===== src/design/ipv4c_pkg.sv =====
// Shared types, constants and ones'-complement helpers for the IPv4 checksum offload block.
package ipv4c_pkg;

    localparam int MAX_FRAME_BYTES = 2047;
    localparam int POS_W           = $clog2(MAX_FRAME_BYTES + 1);
    localparam int CMP_W           = ((POS_W > 16) ? POS_W : 16) + 1;

    localparam int ETH_HDR         = 14;
    localparam int IP_MIN_HDR      = 20;
    localparam int IP_MIN_FRAME    = ETH_HDR + IP_MIN_HDR;
    localparam int POS_ETYPE_HI    = 12;
    localparam int POS_ETYPE_LO    = 13;
    localparam int POS_VER_IHL     = 14;
    localparam int POS_TLEN_HI     = 16;
    localparam int POS_TLEN_LO     = 17;
    localparam int POS_PROTO       = 23;
    localparam int POS_IPCK_HI     = 24;
    localparam int POS_IPCK_LO     = 25;
    localparam int POS_ADDR_FIRST  = 26;
    localparam int POS_ADDR_LAST   = 33;

    localparam logic [7:0] ETYPE_IPV4_HI = 8'h08;
    localparam logic [7:0] ETYPE_IPV4_LO = 8'h00;

    localparam logic [7:0] PROTO_ICMP = 8'd1;
    localparam logic [7:0] PROTO_TCP  = 8'd6;
    localparam logic [7:0] PROTO_UDP  = 8'd17;

    localparam logic [15:0] ICMP_MIN_LEN = 16'd8;
    localparam logic [15:0] TCP_MIN_LEN  = 16'd20;
    localparam logic [15:0] UDP_MIN_LEN  = 16'd8;

    localparam logic [1:0] KIND_NONE = 2'd0;
    localparam logic [1:0] KIND_ICMP = 2'd1;
    localparam logic [1:0] KIND_TCP  = 2'd2;
    localparam logic [1:0] KIND_UDP  = 2'd3;

    typedef struct packed {
        logic [7:0] data_byte;
        logic       last_byte;
    } frame_beat_t;

    typedef struct packed {
        logic        ip_fill;
        logic [15:0] ip_checksum;
        logic [1:0]  transport_kind;
        logic [10:0] transport_offset;
        logic [15:0] transport_checksum;
    } result_t;

    // Parser state captured on the final byte of a frame
    typedef struct packed {
        logic             overlong;
        logic [POS_W-1:0] len;
        logic             is_ipv4;
        logic [5:0]       hdr_bytes;
        logic [15:0]      total_len;
        logic [7:0]       proto;
        logic [15:0]      hdr_sum;
        logic [15:0]      tp_sum;
        logic [15:0]      udp_check;
        logic [7:0]       pend;
    } snap_t;

    typedef struct packed {
        logic        ip_ok;
        logic [15:0] ip_checksum;
        logic [1:0]  kind;
        logic [10:0] offset;
        logic [15:0] part_a;
        logic [15:0] part_b;
    } prep_t;

    function automatic logic [15:0] oc_add(input logic [15:0] a, input logic [15:0] b);
        logic [16:0] s;
        s = {1'b0, a} + {1'b0, b};
        return s[15:0] + {15'b0, s[16]};
    endfunction

    function automatic logic [4:0] field_offset(input logic [7:0] proto);
        logic [4:0] off;
        case (proto)
            PROTO_ICMP: off = 5'd2;
            PROTO_TCP:  off = 5'd16;
            PROTO_UDP:  off = 5'd6;
            default:    off = 5'd0;
        endcase
        return off;
    endfunction

endpackage


===== src/design/ipv4c_parse.sv =====
// Input register, per-byte header parser and running sums, frame snapshot register.
module ipv4c_parse (
    input  logic                 clk,
    input  logic                 rst_n,
    input  logic                 frame_valid,
    output logic                 frame_ready,
    input  ipv4c_pkg::frame_beat_t frame,
    output logic                 snap_valid,
    input  logic                 snap_ready,
    output ipv4c_pkg::snap_t     snap
);
    import ipv4c_pkg::*;

    logic             in_v_reg;
    frame_beat_t      in_beat_reg;
    logic             snap_v_reg, snap_v_next;
    snap_t            snap_reg, snap_next;

    logic [POS_W-1:0] pos_reg, pos_next;
    logic             is4_reg, is4_next;
    logic [5:0]       hb_reg, hb_next;
    logic [15:0]      tl_reg, tl_next;
    logic [7:0]       pr_reg, pr_next;
    logic [15:0]      hsum_reg, hsum_next;
    logic [15:0]      tsum_reg, tsum_next;
    logic [15:0]      udp_reg, udp_next;
    logic [7:0]       pend_reg, pend_next;
    logic             ovl_reg, ovl_next;

    logic             snap_free, consume, take;
    logic [7:0]       b, v;
    logic             is4_n;
    logic [5:0]       hb_n;
    logic [15:0]      tl_n;
    logic [7:0]       pr_n;
    logic [CMP_W-1:0] pos_x, tstart, tp_end, fpos;
    logic [4:0]       foff;
    logic             active, in_hdr, in_tp, is_fhi, is_flo;
    logic [15:0]      word;

    assign snap_free   = !snap_v_reg || snap_ready;
    assign consume     = in_v_reg && (!in_beat_reg.last_byte || snap_free);
    assign frame_ready = !in_v_reg || consume;
    assign take        = consume && !ovl_reg && (pos_reg < POS_W'(MAX_FRAME_BYTES));
    assign b           = in_beat_reg.data_byte;
    assign pos_x       = CMP_W'(pos_reg);

    always_comb
    begin
        is4_n = is4_reg;
        if (pos_reg == POS_W'(POS_ETYPE_HI))
            is4_n = (b == ETYPE_IPV4_HI);
        else if (pos_reg == POS_W'(POS_ETYPE_LO))
            is4_n = is4_reg && (b == ETYPE_IPV4_LO);

        hb_n = (pos_reg == POS_W'(POS_VER_IHL)) ? {b[3:0], 2'b00} : hb_reg;
        tl_n = tl_reg;
        if (pos_reg == POS_W'(POS_TLEN_HI))
            tl_n = {b, 8'h00};
        else if (pos_reg == POS_W'(POS_TLEN_LO))
            tl_n = {tl_reg[15:8], b};
        pr_n = (pos_reg == POS_W'(POS_PROTO)) ? b : pr_reg;

        active = hb_n >= 6'(IP_MIN_HDR);
        tstart = CMP_W'(ETH_HDR) + CMP_W'(hb_n);
        tp_end = CMP_W'(ETH_HDR) + CMP_W'(tl_n);
        in_hdr = active && (pos_x >= CMP_W'(ETH_HDR)) && (pos_x < tstart);
        in_tp  = active && (pos_x >= tstart) && (pos_x < tp_end);
        foff   = field_offset(pr_n);
        fpos   = tstart + CMP_W'(foff);
        is_fhi = in_tp && (foff != 5'd0) && (pos_x == fpos);
        is_flo = in_tp && (foff != 5'd0) && (pos_x == fpos + CMP_W'(1));

        v = b;
        if (in_hdr && (pos_reg == POS_W'(POS_IPCK_HI) || pos_reg == POS_W'(POS_IPCK_LO)))
            v = 8'h00;
        if (is_fhi || is_flo)
            v = 8'h00;
        word = {pend_reg, v};

        pos_next  = pos_reg;
        is4_next  = is4_reg;
        hb_next   = hb_reg;
        tl_next   = tl_reg;
        pr_next   = pr_reg;
        hsum_next = hsum_reg;
        tsum_next = tsum_reg;
        udp_next  = udp_reg;
        pend_next = pend_reg;
        ovl_next  = ovl_reg;

        if (consume && !ovl_reg && !take)
            ovl_next = 1'b1;

        if (take)
        begin
            pos_next = pos_reg + POS_W'(1);
            is4_next = is4_n;
            hb_next  = hb_n;
            tl_next  = tl_n;
            pr_next  = pr_n;
            if (pr_n == PROTO_UDP && is_fhi)
                udp_next = {b, udp_reg[7:0]};
            else if (pr_n == PROTO_UDP && is_flo)
                udp_next = {udp_reg[15:8], b};
            if (in_hdr || in_tp)
            begin
                if (!pos_reg[0])
                    pend_next = v;
                else if (in_hdr)
                begin
                    hsum_next = oc_add(hsum_reg, word);
                    if (pos_reg >= POS_W'(POS_ADDR_FIRST) && pos_reg <= POS_W'(POS_ADDR_LAST)
                        && (pr_n == PROTO_TCP || pr_n == PROTO_UDP))
                        tsum_next = oc_add(tsum_reg, word);
                end
                else
                    tsum_next = oc_add(tsum_reg, word);
            end
        end

        snap_next.overlong  = ovl_next;
        snap_next.len       = pos_next;
        snap_next.is_ipv4   = is4_next;
        snap_next.hdr_bytes = hb_next;
        snap_next.total_len = tl_next;
        snap_next.proto     = pr_next;
        snap_next.hdr_sum   = hsum_next;
        snap_next.tp_sum    = tsum_next;
        snap_next.udp_check = udp_next;
        snap_next.pend      = pend_next;

        snap_v_next = snap_v_reg && !snap_ready;
        if (consume && in_beat_reg.last_byte)
        begin
            snap_v_next = 1'b1;
            pos_next  = '0;
            is4_next  = 1'b0;
            hb_next   = '0;
            tl_next   = '0;
            pr_next   = '0;
            hsum_next = '0;
            tsum_next = '0;
            udp_next  = '0;
            pend_next = '0;
            ovl_next  = 1'b0;
        end
    end

    always_ff @(posedge clk or negedge rst_n)
    begin
        if (!rst_n)
        begin
            in_v_reg   <= 1'b0;
            snap_v_reg <= 1'b0;
            pos_reg    <= '0;
            is4_reg    <= 1'b0;
            hb_reg     <= '0;
            tl_reg     <= '0;
            pr_reg     <= '0;
            hsum_reg   <= '0;
            tsum_reg   <= '0;
            udp_reg    <= '0;
            pend_reg   <= '0;
            ovl_reg    <= 1'b0;
        end
        else
        begin
            if (frame_ready)
                in_v_reg <= frame_valid;
            snap_v_reg <= snap_v_next;
            pos_reg    <= pos_next;
            is4_reg    <= is4_next;
            hb_reg     <= hb_next;
            tl_reg     <= tl_next;
            pr_reg     <= pr_next;
            hsum_reg   <= hsum_next;
            tsum_reg   <= tsum_next;
            udp_reg    <= udp_next;
            pend_reg   <= pend_next;
            ovl_reg    <= ovl_next;
        end
    end

    always_ff @(posedge clk)
    begin
        if (frame_ready)
            in_beat_reg <= frame;
        if (consume && in_beat_reg.last_byte)
            snap_reg <= snap_next;
    end

    assign snap_valid = snap_v_reg;
    assign snap       = snap_reg;

endmodule


===== src/design/ipv4c_final.sv =====
// Frame-end checks, pseudo header terms and final checksum fold with output register.
module ipv4c_final (
    input  logic               clk,
    input  logic               rst_n,
    input  logic               snap_valid,
    output logic               snap_ready,
    input  ipv4c_pkg::snap_t   snap,
    output logic               result_valid,
    input  logic               result_ready,
    output ipv4c_pkg::result_t result
);
    import ipv4c_pkg::*;

    logic             prep_v_reg;
    prep_t            prep_reg, prep_next;
    logic             out_v_reg;
    result_t          out_reg, out_next;
    logic             out_load, prep_load;
    logic [CMP_W-1:0] len_x;
    logic [15:0]      plen, tcs;

    assign out_load   = prep_v_reg && (!out_v_reg || result_ready);
    assign snap_ready = !prep_v_reg || out_load;
    assign prep_load  = snap_valid && snap_ready;
    assign len_x      = CMP_W'(snap.len);

    always_comb
    begin
        plen = snap.total_len - {10'b0, snap.hdr_bytes};
        prep_next.ip_ok = !snap.overlong && snap.is_ipv4
            && (len_x >= CMP_W'(IP_MIN_FRAME))
            && (snap.hdr_bytes >= 6'(IP_MIN_HDR))
            && (len_x >= CMP_W'(ETH_HDR) + CMP_W'(snap.total_len))
            && (snap.total_len >= {10'b0, snap.hdr_bytes});

        prep_next.kind = KIND_NONE;
        if (prep_next.ip_ok)
        begin
            if (snap.proto == PROTO_ICMP && plen >= ICMP_MIN_LEN)
                prep_next.kind = KIND_ICMP;
            else if (snap.proto == PROTO_TCP && plen >= TCP_MIN_LEN)
                prep_next.kind = KIND_TCP;
            else if (snap.proto == PROTO_UDP && plen >= UDP_MIN_LEN && snap.udp_check != 16'h0)
                prep_next.kind = KIND_UDP;
        end

        prep_next.ip_checksum = prep_next.ip_ok ? ~snap.hdr_sum : 16'h0000;
        prep_next.offset = (prep_next.kind != KIND_NONE)
            ? 11'(ETH_HDR) + 11'(snap.hdr_bytes) + 11'(field_offset(snap.proto))
            : 11'd0;
        // odd segment: pad the last byte with a zero low byte
        prep_next.part_a = plen[0] ? oc_add(snap.tp_sum, {snap.pend, 8'h00}) : snap.tp_sum;
        prep_next.part_b = (prep_next.kind != KIND_ICMP)
            ? oc_add({8'h00, snap.proto}, plen) : 16'h0000;
    end

    always_comb
    begin
        tcs = ~oc_add(prep_reg.part_a, prep_reg.part_b);
        if (prep_reg.kind == KIND_UDP && tcs == 16'h0000)
            tcs = 16'hFFFF;
        out_next.ip_fill            = prep_reg.ip_ok;
        out_next.ip_checksum        = prep_reg.ip_checksum;
        out_next.transport_kind     = prep_reg.kind;
        out_next.transport_offset   = prep_reg.offset;
        out_next.transport_checksum = (prep_reg.kind != KIND_NONE) ? tcs : 16'h0000;
    end

    always_ff @(posedge clk or negedge rst_n)
    begin
        if (!rst_n)
        begin
            prep_v_reg <= 1'b0;
            out_v_reg  <= 1'b0;
        end
        else
        begin
            if (snap_ready)
                prep_v_reg <= snap_valid;
            if (out_load)
                out_v_reg <= 1'b1;
            else if (result_ready)
                out_v_reg <= 1'b0;
        end
    end

    always_ff @(posedge clk)
    begin
        if (prep_load)
            prep_reg <= prep_next;
        if (out_load)
            out_reg <= out_next;
    end

    assign result_valid = out_v_reg;
    assign result       = out_reg;

endmodule


===== src/design/ipv4_checksum_offload_top.sv =====
// Top level of the IPv4 header and ICMP/TCP/UDP checksum offload block.
// Throughput: one frame byte per cycle, with no gap between frames, while the result is not stalled.
// The last byte's beat passes in order through the input register, the parser and sums,
//   the frame-end checks, and the checksum fold and output register to the result beat.
// A stalled result backs up through the stages; non-final bytes keep flowing, and only a
//   final byte waits for the snapshot register to be free.
// Reset (rst_n low, asynchronous) clears all valid bits and the parser state.
module ipv4_checksum_offload_top (
    input  logic                   clk,
    input  logic                   rst_n,
    input  logic                   frame_valid,
    output logic                   frame_ready,
    input  ipv4c_pkg::frame_beat_t frame,
    output logic                   result_valid,
    input  logic                   result_ready,
    output ipv4c_pkg::result_t     result
);
    import ipv4c_pkg::*;

    logic  snap_valid;
    logic  snap_ready;
    snap_t snap;

    ipv4c_parse u_parse (
        .clk         (clk),
        .rst_n       (rst_n),
        .frame_valid (frame_valid),
        .frame_ready (frame_ready),
        .frame       (frame),
        .snap_valid  (snap_valid),
        .snap_ready  (snap_ready),
        .snap        (snap)
    );

    ipv4c_final u_final (
        .clk          (clk),
        .rst_n        (rst_n),
        .snap_valid   (snap_valid),
        .snap_ready   (snap_ready),
        .snap         (snap),
        .result_valid (result_valid),
        .result_ready (result_ready),
        .result       (result)
    );

endmodule


===== config.mk =====
export PLATFORM = sky130hd
export DESIGN_NAME = ipv4_checksum_offload_top
export DESIGN_NICKNAME = d
export VERILOG_FILES = /design/src/design/ipv4c_pkg.sv /design/src/design/ipv4c_parse.sv /design/src/design/ipv4c_final.sv /design/src/design/ipv4_checksum_offload_top.sv
export SDC_FILE = /design/constraint.sdc
export NUM_CORES = 1
export LEC_CHECK = 0
export BUFFER_PORTS_ARGS = -buffer_cell sky130_fd_sc_hd__buf_2
export CORE_ASPECT_RATIO = 0.75
export CORE_MARGIN = 2
export CORE_UTILIZATION = 55
export CTS_BUF_LIST = sky130_fd_sc_hd__clkbuf_8
export DETAILED_ROUTE_END_ITERATION = 10
export GPL_TIMING_DRIVEN = 0
export PLACE_DENSITY = 0.83
export SYNTH_ARGS = -nofsm -noshare
export SYNTH_HDL_FRONTEND = slang
export SYNTH_SLANG_ARGS = --single-unit

===== constraint.sdc =====
create_clock -name clk -period 10.6 [get_ports clk]
set_clock_uncertainty 0.05 [all_clocks]
set_input_delay 0.53 -clock clk [delete_from_list [all_inputs] [get_ports clk]]
set_output_delay 0.53 -clock clk [all_outputs]
set_load 0.02 [all_outputs]

==> impl_metrics.json <==
{
  "status": "finished clean",
  "crit_buf_inv": 6,
  "drc": 0,
  "antenna_cells": 0,
  "synth_edf_count": 210,
  "path_clk_slew_ns": 0.07,
  "cp-start-kind": "flop",
  "clockBufferDepth": 3,
  "p_sw_uw": 789.4,
  "cp_data_arrival_time_ns": 10.30,
  "synth_flop_cell": "edfxtp_1",
  "pwr-share-clk_pct": 39.1,
  "dpl-instance-area_um2": 20910,
  "num_vias": 15424,
  "die_h_um": 168.6,
  "reg2reg_from": "u_parse.pos_reg[7]",
  "setup_violations": 0,
  "power_frac_seq_pct": 46.9,
  "place_inst": 2470,
  "postRouteAntennaNets": 0,
  "cp-end-kind": "flop",
  "fin_crit_sh_pct": 94.58,
  "io_pins": 61,
  "initial_utilization_pct": 55.62,
  "cp_max_fo": 10,
  "p_int_mw": 2.185,
  "grt_pass1_wl_mm": 78.63,
  "worstPathRequired_ns": 10.87,
  "p_leak_nw": 9.241,
  "final_util_pct": 62.18,
  "clock_latency_ns": 0.59,
  "cts_tree": "yes",
  "ir_drop_uv": 115.2,
  "finalPower_mw": 2.975,
  "cts_root_buf": "clkbuf_8",
  "crit_type": "flop to flop",
  "synthCells": 1940,
  "track_usage_pct": 26.47,
  "grt_pass1_vias": 14673,
  "cp_top_family": "simple AND/OR/NAND/NOR gates",
  "core_area_um2": 35730,
  "cts-buffers-inserted": 50,
  "totalWireLength_mm": 49.87,
  "drtIter0Drc": 1445,
  "crit_top_cell": "a21oi_1",
  "drtPass1Iterations": 6,
  "syn_to_final_growth_pct": 11.78,
  "drv_cap": 0,
  "cp_slowest_stage_delay_ns": 0.46,
  "largest_reg_flops": 99,
  "maxSlewViolCount": 0,
  "ys_warn_count": 0,
  "antenna_found_initial": 1,
  "via_per_inst": 6.002,
  "async_flop_share_pct": 32.91,
  "hp-start": "frame[3]",
  "finalWeightedCongestion": 0.9940,
  "max_slew.worst_pin.slew_ns": 1.142,
  "die_width_um": 223.5,
  "drive_gt1_share_pct": 12.45,
  "holdCritPathClass": "input port to flop",
  "postLayoutCellArea_um2": 22220,
  "worstSetupStartpoint": "u_parse.pos_reg[7]",
  "slowest_stage": "nor3_2",
  "layout_common_cells": "edfxtp_1, nand2_1, nor2_1, ha_1, xnor2_1",
  "clock-sinks": 313,
  "netlist_area_um2": 19880,
  "final-instance-count-excl-fill": 2570,
  "n_fill_cell": 2874,
  "dp_hpwl_mm": 37.84,
  "final_common_cell": "edfxtp_1",
  "p_sw_share_pct": 26.54,
  "overflow": 0,
  "maxSlewHeadroom_pct": 23.15,
  "final_hold_viol_count": 0,
  "syn_area_per_cell_um2": 10.25,
  "power.density_nw_per_um2": 133.9,
  "io_buffers": 57,
  "post_drt_wl_per_cell_um": 19.40,
  "fmax_ghz": 0.09974,
  "dieArea_um2": 37690,
  "nNetsFinal": 2204,
  "period_needed_ns": 10.03,
  "r2r_slack_ns": 0.57,
  "grt_max_degree": 74,
  "pwr-share-comb_pct": 14.0,
  "yosysSeqAreaShare_pct": 44.69,
  "ys_types": 103,
  "hold_ws_ns": 0.06608,
  "cts_max_level": 2,
  "rows": 60,
  "ys_seq_elements": 313
}
[per-layer routing]
layer	vias up	part of all wire, %	global-route usage, %
li1	7333	-	-
met1	7392	45	38.37
met2	626	43	40.61
met3	73	9.5	6.058
met4	0	1.8	6.174
met5	-	0	0
[cell type report]
class	instances	area [um2]	area share, %
buffer	71	322.8	1.453
timing repair buffer	72	488.0	2.196
clock buffer	57	784.5	3.531
clock inverter	36	344.1	1.549
inverter	76	285.3	1.284
tap	465	581.8	2.619
sequential	313	8885	39.99
multi-input combinational	1480	10530	47.38
[stage by stage]
| step | setup TNS, ns | setup WS [ns] |
|---|---|---|
| floorplan | 0 | 1.782 |
| detailed placement | -17.28 | -1.153 |
| global route | -0.05362 | -0.02867 |
| finish | 0 | 0.5743 |
| global placement | -7.793 | -0.8509 |
| CTS | 0 | 0.02210 |
[synthesized netlist by cell type, types with 19 or more instances]
master | n | area (um2)
o21bai_1 | 19 | 142.6
a21oi_1 | 98 | 490.5
mux2i_1 | 21 | 210.2
o21ai_0 | 82 | 410.4
and2_1 | 96 | 600.6
nand2_1 | 169 | 634.4
clkbuf_1 | 56 | 210.2
nor3_1 | 50 | 250.2
and3_1 | 22 | 137.6
dfrtp_1 | 103 | 2577
a31oi_1 | 21 | 131.4
nor2b_1 | 31 | 193.9
ha_1 | 121 | 1514
nor4_1 | 22 | 137.6
inv_1 | 74 | 277.8
nand2b_1 | 28 | 175.2
nand3_1 | 55 | 275.3
nand4_1 | 33 | 206.5
edfxtp_1 | 210 | 6306
xor2_1 | 66 | 578.1
a21o_1 | 32 | 240.2
mux2_2 | 36 | 405.4
xnor2_1 | 119 | 1042
nor2_1 | 133 | 499.2
[kinds of logic (layout without fill, tap and decap cells)]
family	count (synthesis)	in the layout	synth area share, %
other	1	3	0.01887
AND/OR/NAND/NOR	731	731	19.80
adder cells (fa/ha/maj)	128	128	8.271
XOR/XNOR	188	188	8.492
multiplexers	57	57	3.097
AO/OA/AOI/OAI	373	373	12.62
buffers and inverters	149	312	3.009
flip-flops	313	313	44.69
[final timing paths]
check	depth (start not counted)	endpoint
max in group asynchronous	3	u_parse.pos_reg[1]
min in group asynchronous	2	u_parse.hsum_reg[13]
worst max register to register	45	u_parse.snap[38]
worst min-delay path	1	u_parse.b[2]
worst max-delay path	45	u_parse.snap[38]
worst min register to register	0	u_final.result[17]
[power groups by stage]
stage,logic [mW],registers [mW],clock network (mW)
3_5_place_dp,0.405,1.42,0
4_1_cts,0.410,1.39,1.18
6_report,0.417,1.40,1.16
5_1_grt,0.459,1.40,1.24
3_3_place_gp,0.385,1.42,0
2_1_floorplan,0.273,1.43,0
[worst reg2reg max path, delay by kind of cell, from the launching register on]
kind / cells / cell delay (ns)
compound gates: 15 / 2.59
fa+ha+maj: 4 / 1.20
xor+xnor: 2 / 0.42
simple gates: 16 / 3.72
mux: 2 / 0.35
flops: 1 / 0.39
buf+inv: 6 / 1.06
[timing repair]
| item | CTS | global route |
|---|---|---|
| gates resized for setup | 8 | 26 |
| cloned | 0 | 0 |
| endpoints found under the hold margin | 34 | 0 |
| hold buffers | 1 | 0 |
| buffers inserted | 0 | 8 |
| endpoints found under the setup margin | 43 | 36 |
| pin swaps | 0 | 6 |
(Power assumes the default switching activity.)
